==> config.mk <==
export PLATFORM = sky130hd
export DESIGN_NAME = sdl_arith
export DESIGN_NICKNAME = d
export VERILOG_FILES = /design/src/hw/rtl/sdl_pkg.sv /design/src/hw/rtl/sdl_arith.sv
export SDC_FILE = /design/constraint.sdc
export NUM_CORES = 2
export LEC_CHECK = 0
export BUFFER_PORTS_ARGS = -buffer_cell sky130_fd_sc_hd__buf_2
export CAP_MARGIN = 0
export CORE_ASPECT_RATIO = 1.4
export CORE_MARGIN = 1
export CORE_UTILIZATION = 50
export DETAILED_ROUTE_END_ITERATION = 6
export PLACE_DENSITY = 0.77
export SLEW_MARGIN = 10
export SYNTH_ARGS = -nofsm -noshare
export SYNTH_HDL_FRONTEND = slang
export SYNTH_SLANG_ARGS = --single-unit
==> constraint.sdc <==
create_clock -name clk -period 31.5 [get_ports clk]
set_clock_uncertainty 0.05 [all_clocks]
set_input_delay 6.3 -clock clk [delete_from_list [all_inputs] [get_ports clk]]
set_output_delay 6.3 -clock clk [all_outputs]
set_load 0.01 [all_outputs]
==> src/hw/rtl/sdl_pkg.sv <==
// Shared types and constants of the SPH density and lambda block.
package sdl_pkg;

  // Sequencer states of the top level
  typedef enum logic [4:0] {
    ST_IDLE, ST_SEED, ST_P1, ST_P2, ST_P3, ST_P4, ST_NB, ST_H2, ST_RX, ST_RY,
    ST_CMP, ST_SQRT, ST_HR, ST_SPK, ST_DIV, ST_GX, ST_GY, ST_SQX, ST_SQY,
    ST_ACC, ST_LAST, ST_LPROD, ST_LSX, ST_LSY, ST_LINV, ST_LDEN, ST_LDIV, ST_OUT
  } st_t;

  // Phases of the serial arithmetic unit
  typedef enum logic [1:0] {PH_IDLE, PH_RUN, PH_FIN} phase_t;

  typedef enum logic [1:0] {OP_MUL, OP_DIV, OP_SQRT} op_t;

  // Right shift applied to a full product
  typedef enum logic [2:0] {SH_0, SH_F, SH_2F, SH_24, SH_24F} shift_t;

  // Saturation bound applied to a shifted product
  typedef enum logic [1:0] {CAP_FULL, CAP_DENS, CAP_GRAD, CAP_BIG} cap_t;

  typedef struct packed {
    logic   start;
    op_t    op;
    shift_t sh;
    cap_t   cap;
  } arith_ctl_t;

  localparam int CFG_IDX_W = 3;
  localparam logic [CFG_IDX_W-1:0] REG_RADIUS  = 3'd0;
  localparam logic [CFG_IDX_W-1:0] REG_POLY6   = 3'd1;
  localparam logic [CFG_IDX_W-1:0] REG_SPIKY   = 3'd2;
  localparam logic [CFG_IDX_W-1:0] REG_MASS    = 3'd3;
  localparam logic [CFG_IDX_W-1:0] REG_INV_RHO = 3'd4;

  localparam logic [63:0] MAX64 = 64'hFFFF_FFFF_FFFF_FFFF;
  localparam logic [63:0] MAX48 = 64'h0000_FFFF_FFFF_FFFF;
  localparam logic [63:0] MAX47 = 64'h0000_7FFF_FFFF_FFFF;
  localparam logic [63:0] BIG62 = 64'h4000_0000_0000_0000;

  localparam int COEF_FRAC  = 24;
  localparam int MUL_STEPS  = 64;
  localparam int DIV_STEPS  = 128;
  localparam int SQRT_STEPS = 32;
  localparam int CNT_W      = 7;

endpackage

==> src/hw/rtl/sdl_arith.sv <==
// Bit-serial multiply, restoring divide and square root unit with saturation.
module sdl_arith #(
  parameter int FRAC_BITS = 16
) (
  input  logic                clk,
  input  logic                rst,
  input  sdl_pkg::arith_ctl_t ctl,
  input  logic [127:0]        opa,
  input  logic [63:0]         opb,
  output logic                done,
  output logic [63:0]         res,
  output logic                res_hi_nz
);
  import sdl_pkg::*;

  phase_t             phase;
  phase_t             phase_next;
  op_t                op_q;
  shift_t             sh_q;
  cap_t               cap_q;
  logic [CNT_W-1:0]   cnt;
  logic [127:0]       acc;
  logic [63:0]        aux;
  logic [63:0]        rem;
  logic [63:0]        bitm;

  logic [64:0]        mul_sum;
  logic [64:0]        div_sh;
  logic [64:0]        div_dif;
  logic               div_ge;
  logic [63:0]        sq_try;
  logic               sq_ge;
  logic [127:0]       shifted;
  logic [63:0]        cap_v;
  logic [63:0]        mul_res;
  logic [63:0]        fin_res;

  // Phase register
  always_ff @(posedge clk) begin
    if (rst) begin
      phase <= PH_IDLE;
      done  <= 1'b0;
    end else begin
      phase <= phase_next;
      done  <= (phase == PH_FIN);
    end
  end

  always_comb begin
    phase_next = phase;
    unique case (phase)
      PH_IDLE: if (ctl.start) phase_next = PH_RUN;
      PH_RUN:  if (cnt == '0) phase_next = PH_FIN;
      PH_FIN:  phase_next = PH_IDLE;
      default: phase_next = PH_IDLE;
    endcase
  end

  // One bit of each operation per step
  always_comb begin
    mul_sum = {1'b0, acc[127:64]} + (acc[0] ? {1'b0, aux} : 65'd0);
    div_sh  = {rem, acc[127]};
    div_ge  = (div_sh >= {1'b0, aux});
    div_dif = div_sh - {1'b0, aux};
    sq_try  = aux + bitm;
    sq_ge   = (rem >= sq_try);
  end

  // Shift and saturate the finished product, and pick each operation's result
  always_comb begin
    unique case (sh_q)
      SH_0:    shifted = acc;
      SH_F:    shifted = acc >> FRAC_BITS;
      SH_2F:   shifted = acc >> (2 * FRAC_BITS);
      SH_24:   shifted = acc >> COEF_FRAC;
      SH_24F:  shifted = acc >> (COEF_FRAC + FRAC_BITS);
      default: shifted = acc;
    endcase
    unique case (cap_q)
      CAP_FULL: cap_v = MAX64;
      CAP_DENS: cap_v = MAX48;
      CAP_GRAD: cap_v = MAX47;
      CAP_BIG:  cap_v = BIG62;
      default:  cap_v = MAX64;
    endcase
    if (shifted[127:64] != '0 || shifted[63:0] > cap_v) begin
      mul_res = cap_v;
    end else begin
      mul_res = shifted[63:0];
    end
    unique case (op_q)
      OP_MUL:  fin_res = mul_res;
      OP_DIV:  fin_res = acc[63:0];
      OP_SQRT: fin_res = aux;
      default: fin_res = '0;
    endcase
  end

  // Load operands, then advance one step per cycle
  always_ff @(posedge clk) begin
    if (phase == PH_IDLE && ctl.start) begin
      op_q  <= ctl.op;
      sh_q  <= ctl.sh;
      cap_q <= ctl.cap;
      unique case (ctl.op)
        OP_MUL: begin
          acc <= {64'd0, opb};
          aux <= opa[63:0];
          cnt <= CNT_W'(MUL_STEPS - 1);
        end
        OP_DIV: begin
          acc <= opa;
          aux <= opb;
          rem <= '0;
          cnt <= CNT_W'(DIV_STEPS - 1);
        end
        OP_SQRT: begin
          rem  <= opa[63:0];
          aux  <= '0;
          bitm <= 64'd1 << 62;
          cnt  <= CNT_W'(SQRT_STEPS - 1);
        end
        default: cnt <= '0;
      endcase
    end else if (phase == PH_RUN) begin
      cnt <= cnt - 1'b1;
      unique case (op_q)
        OP_MUL: acc <= {mul_sum, acc[63:1]};
        OP_DIV: begin
          acc <= {acc[126:0], div_ge};
          rem <= div_ge ? div_dif[63:0] : div_sh[63:0];
        end
        OP_SQRT: begin
          if (sq_ge) begin
            rem <= rem - sq_try;
            aux <= (aux >> 1) + bitm;
          end else begin
            aux <= aux >> 1;
          end
          bitm <= bitm >> 2;
        end
        default: ;
      endcase
    end
  end

  // Hold the result for the sequencer
  always_ff @(posedge clk) begin
    if (phase == PH_FIN) begin
      res       <= fin_res;
      res_hi_nz <= |acc[127:64];
    end
  end

endmodule

# Word level (Yosys, flattened, before mapping)
# Index checks and enable logic that the tools add are counted.
[totals] reg_bits=402 in_bits=202 output_inout_bits=66 word_cells=89
[op_classes] n_addsub=6 order_cmp=3 eq_ne=20 muxes=30 reduce_logical=18
[op_table] operator="$mux W64" n=14
[op_table] operator="$pmux W128 S2" n=2
[op_table] operator="$pmux W128 S4" n=1
[op_table] operator="$pmux W64 S3" n=2
[op_table] operator="$mux W128" n=2
[op_table] operator="$pmux W64 S2" n=2
[op_table] operator="$pmux W64 S4" n=1
[op_table] operator="$sub A64 B64 Y64" n=2
[op_table] operator="$add A64 B64 Y65" n=1
[op_table] operator="$ge A65 B64 Y1" n=1
[op_table] operator="$add A63 B64 Y64" n=1
[op_table] operator="$add A64 B64 Y64" n=1
[op_table] operator="$ge A64 B64 Y1" n=1
[op_table] operator="$gt A64 B64 Y1" n=1
[op_table] operator="$reduce_bool A64 Y1" n=1
[op_table] operator="$reduce_or A64 Y1" n=1
[op_table] operator="$pmux W7 S3" n=1
[op_table] operator="$mux W7" n=2
[op_table] operator="$eq A2 B2 Y1 const B" n=5
[op_table] operator="$reduce_and A3 Y1" n=3
[op_table] operator="$eq A2 B1 Y1 const B" n=4
[op_table] operator="$logic_not A2 Y1" n=4
[op_table] operator="$logic_not A7 Y1" n=1
[op_table] operator="$sub A7 B1 Y7 const B" n=1
[op_table] operator="other kinds (16)" n=22

# Longest topological paths before layout
[logic_depth] word_depth=6 depth_mapped=28 ltp_nobuf=27

# Worst setup path after synthesis
# No wires, ideal clock.
[synth_timing] path_kind="input to register" from="input ctl[6] (netlist name)" to="register acc[0] (enable)" t_arrival_ns=16.503 required_ns=30.646 setup_slack_ns=14.143 path_stages=6 path_buffers=2 cell_sequence="inv_1 > ha_1 > clkbuf_1 > clkbuf_1 > nor3_1 > a211oi_1"
[synth_between] elab_chain_len=3 word_cells_on_any_way=4 cone_classes="eq/ne (2); reduce/logical (2)"
[synth_rtl] item="start, declared" line="sdl_arith.sv:7" rtl="input sdl_pkg::arith_ctl_t ctl,"
[synth_rtl] item="$eq A2 B1 Y1 or $logic_not A2 Y1 (tied branches)" line="sdl_arith.sv:105" rtl="unique case (ctl.op)"
[synth_rtl] item="$ne A3 B1 Y1 (no source line) (*)"
[synth_rtl] item="$reduce_and A3 Y1 (no source line) (*)"
[synth_rtl] item="end signal, assigned" line="sdl_arith.sv:107" rtl="acc <= {64'd0, opb};"
[synth_rtl] item="end signal, assigned" line="sdl_arith.sv:112" rtl="acc <= opa;"
[synth_rtl] item="end signal, assigned" line="sdl_arith.sv:128" rtl="OP_MUL: acc <= {mul_sum, acc[63:1]};"
[synth_rtl] item="end, declared" line="sdl_arith.sv:22" rtl="logic [127:0] acc;"
# Every way passes the cells marked *; elsewhere a longest branch is shown, timed or not.
# A chain may end at the register's enable or synchronous reset.

# Final worst setup path
[layout_timing] from="input ctl[7] (netlist name)" to="register aux[62] (data pin)"
[layout_between] elab_chain_len=2
[layout_rtl] item="$logic_and A1 B1 Y1" line="sdl_arith.sv:101" rtl="if (phase == PH_IDLE && ctl.start) begin"
[layout_rtl] item="$mux W64" line="sdl_arith.sv:101"
[layout_rtl] item="end signal, assigned" line="sdl_arith.sv:108" rtl="aux <= opa[63:0];"
[layout_rtl] item="end signal, assigned" line="sdl_arith.sv:113" rtl="aux <= opb;"
[layout_rtl] item="end signal, assigned" line="sdl_arith.sv:136" rtl="aux <= (aux >> 1) + bitm;"
[layout_rtl] item="end, declared" line="sdl_arith.sv:23" rtl="logic [63:0] aux;"
# Every way passes these cells.

==> run metrics <==
Cell Area, Synth=38500 um2; Crit. End Element=register; clock power share=0.199; Yosys reg bits=370; status=completed; Cell Int Power=1510 uW; clock latency at the later pin of the worst-skew pair=0.62 ns; Post-CTS Hold Fix Bufs=0; slowest stage delay, CP=0.74 ns; number of vias per cell=6.83; RSZ-0062 raised after global routing=false; Initial Utilization=0.504; root buffer cell=clkbuf_16; global-route wire length before repair=224000 um; # DRC=0; Setup Fix Bufs, Post-CTS=0; Final WS setup=21.89 ns; Leakage=0.0169 uW; post-route cell area=41800 um2; # IOs=268; ys flop type=edfxtp_1; largest net degree at the start of global routing=99; Congestion Overflow GR=0; DP Worst Slack=21.47 ns; leading area contributor after synthesis=edfxtp_1; worst hold path class=reg2reg; worst slew pin tran=1.02 ns; Die H=330 um; CORE AREA=76400 um2; final std cells w/o fill=5776; Max-slew headroom=0.313; gpl congestion=1.08; sequential power share=0.272; routed via count=39500; Post-Syn Nets=5259; clk buf depth=3; Startpoint Class=input port; PwrDens=66.1 nW/um2; Placed Area=40300 um2; # placed instances=5700; most numerous cell in the Yosys netlist=nand2_1; Tmin final=9.61 ns; crit path buf inv count=4; top post-synthesis cells by area=edfxtp_1 (29%), ha_1 (11%), a21oi_1 (5.8%); Sw Share=0.452; initial antenna violation count=3; wire per inst=26.8 um; Slew Limit Fails=0; max-cap viol count=0; drt pass-1 iters=7; fin crit share=0.305; CTS buffer count=41; Final Hold Viols=0; PortBufs=267; Worst Hold Launch=phase[1]; VDD IR-drop max=36.0 uV; Crit path top cell by count=buf_4; WP data required=31.79 ns; post-cts sizing count=0; CTS tree=built; DRT antenna net count=0; Mapped Cells=4723; # fillers=7198; ys async rst share=0; GRT Total Usage=0.380; setup TNS=0 ns; Synth top area share=0.286; R2R Path Start=aux[4]; fraction of layout instances using a drive strength above 1=0.0961; Worst-path clk slew=0.06 ns; EDFF count, synth=367; syn_area_per_cell=8.16 um2; Seq/Total Area, Yosys=0.288; die area=78200 um2; final wirelength=155000 um; Setup crit start=ctl[7]; critical path class=in2reg; yosys warns=0; vias in the first global route=35800; number of clock sinks=370; top cell family by delay on the critical path=buffers and inverters; Post-synth top cells=nand2_1 (498), a21oi_1 (446), o21ai_0 (391), edfxtp_1 (367), ha_1 (331); DP HPWL=121000 um; H-tree depth=2; Gate power share=0.528; Synth cell types=100; CP arrival=9.90 ns; die width=237 um; FMAX=104 MHz; Final Hold Slack=0.431 ns; Nets=5303; Setup-failing EPs final=0; Cell Chain, Critical Path=buf_2 -> nand2_4 -> buf_4 -> buf_4 -> buf_4 -> nor2_4 -> a222oi_1 -> o21ai_0; Area Overhead vs Synth=8.41%; Switch Pwr=1250 uW; CP max stage cell=buf_4; worst-path maximum fanout=78; Iter 0 DRT Violations=5289; Rows=120
[power by group through the flow]
stage | clock network, uW | registers [uW] | logic [uW]
finish | 551 | 752 | 1460
global route | 564 | 754 | 1580
CTS | 550 | 744 | 1420
detailed placement | 0 | 753 | 1410
global placement | 0 | 753 | 1400
floorplan | 0 | 698 | 1080
[per-stage QoR]
step                       util  power, uW
after CTS                 0.547       2710
after detailed placement  0.527       2170
after floorplan               -       1780
final                     0.547       2760
after global placement    0.527       2160
after global routing      0.547       2900
[cells in the final DEF, fill, tap and decap left out, types with 9 or more instances in the layout]
master	netlist	final
a211o_1	70	70
a211oi_1	119	118
a21o_1	138	138
a21oi_1	446	446
a221oi_1	15	15
a22oi_1	188	187
a31o_2	21	21
a31oi_1	133	133
a32oi_1	19	19
and2_1	117	115
and3_1	43	42
buf_2	38	267
buf_4	3	42
bufinv_16	0	9
clkbuf_16	0	41
edfxtp_1	367	367
ha_1	331	329
inv_1	123	123
mux2i_1	28	28
nand2_1	498	497
nand2b_1	32	30
nand3_1	151	151
nand4_1	88	88
nor2_1	282	278
nor2b_1	96	93
nor3_1	66	64
nor4_1	33	33
o211ai_1	27	27
o21a_1	29	29
o21ai_0	391	391
o21ai_1	17	17
o21bai_1	44	44
o31a_1	9	9
o31ai_1	17	17
or2_2	11	11
or3_1	11	11
xnor2_1	182	182
xor2_1	116	115
[per-layer routing]
| layer | routed length [um] | global-route usage |
|---|---|---|
| met5 | 32 | 0 |
| met3 | 16700 | 0.0575 |
| met4 | 12200 | 0.257 |
| met2 | 67100 | 0.583 |
| met1 | 58700 | 0.494 |
[flip-flops by register name (all words and copies together) (netlist names)]
register,count
sh_q,3
cnt,7
acc,128
cap_q,2
done,1
op_q,2
bitm,32
phase,2
res,64
rem,64
aux,64
res_hi_nz,1
[cells by family after synthesis]
family	count (synthesis)	synth area share
DFF	370	0.288
AOI/OAI and AO/OA	1795	0.302
muxes	28	0.00727
and+or+nand+nor	1464	0.182
buffers and inverters	434	0.0446
adders and majority gates	334	0.109
xor gates and xnor gates	298	0.0677
[worst paths after layout]
kind	endpoint	cells past startpoint	slack, ns
min	phase[1]	1	0.43
max reg2reg	aux[17]	23	23.71
min reg2reg	phase[1]	1	0.43
max	aux[62]	8	21.89
[layout make-up]
type,instances,area [um2],area share
Clock buffer,47,1070,0.0256
Tap cell,976,1220,0.0292
Timing Repair Buffer,309,1650,0.0395
Inverter,126,475,0.0114
Sequential cell,370,11100,0.265
Clock inverter,28,395,0.00946
Multi-Input combinational cell,3919,25900,0.620
Antenna cell,1,2.50,0.0000599
Note: power is estimated with default switching activity, not from simulation.
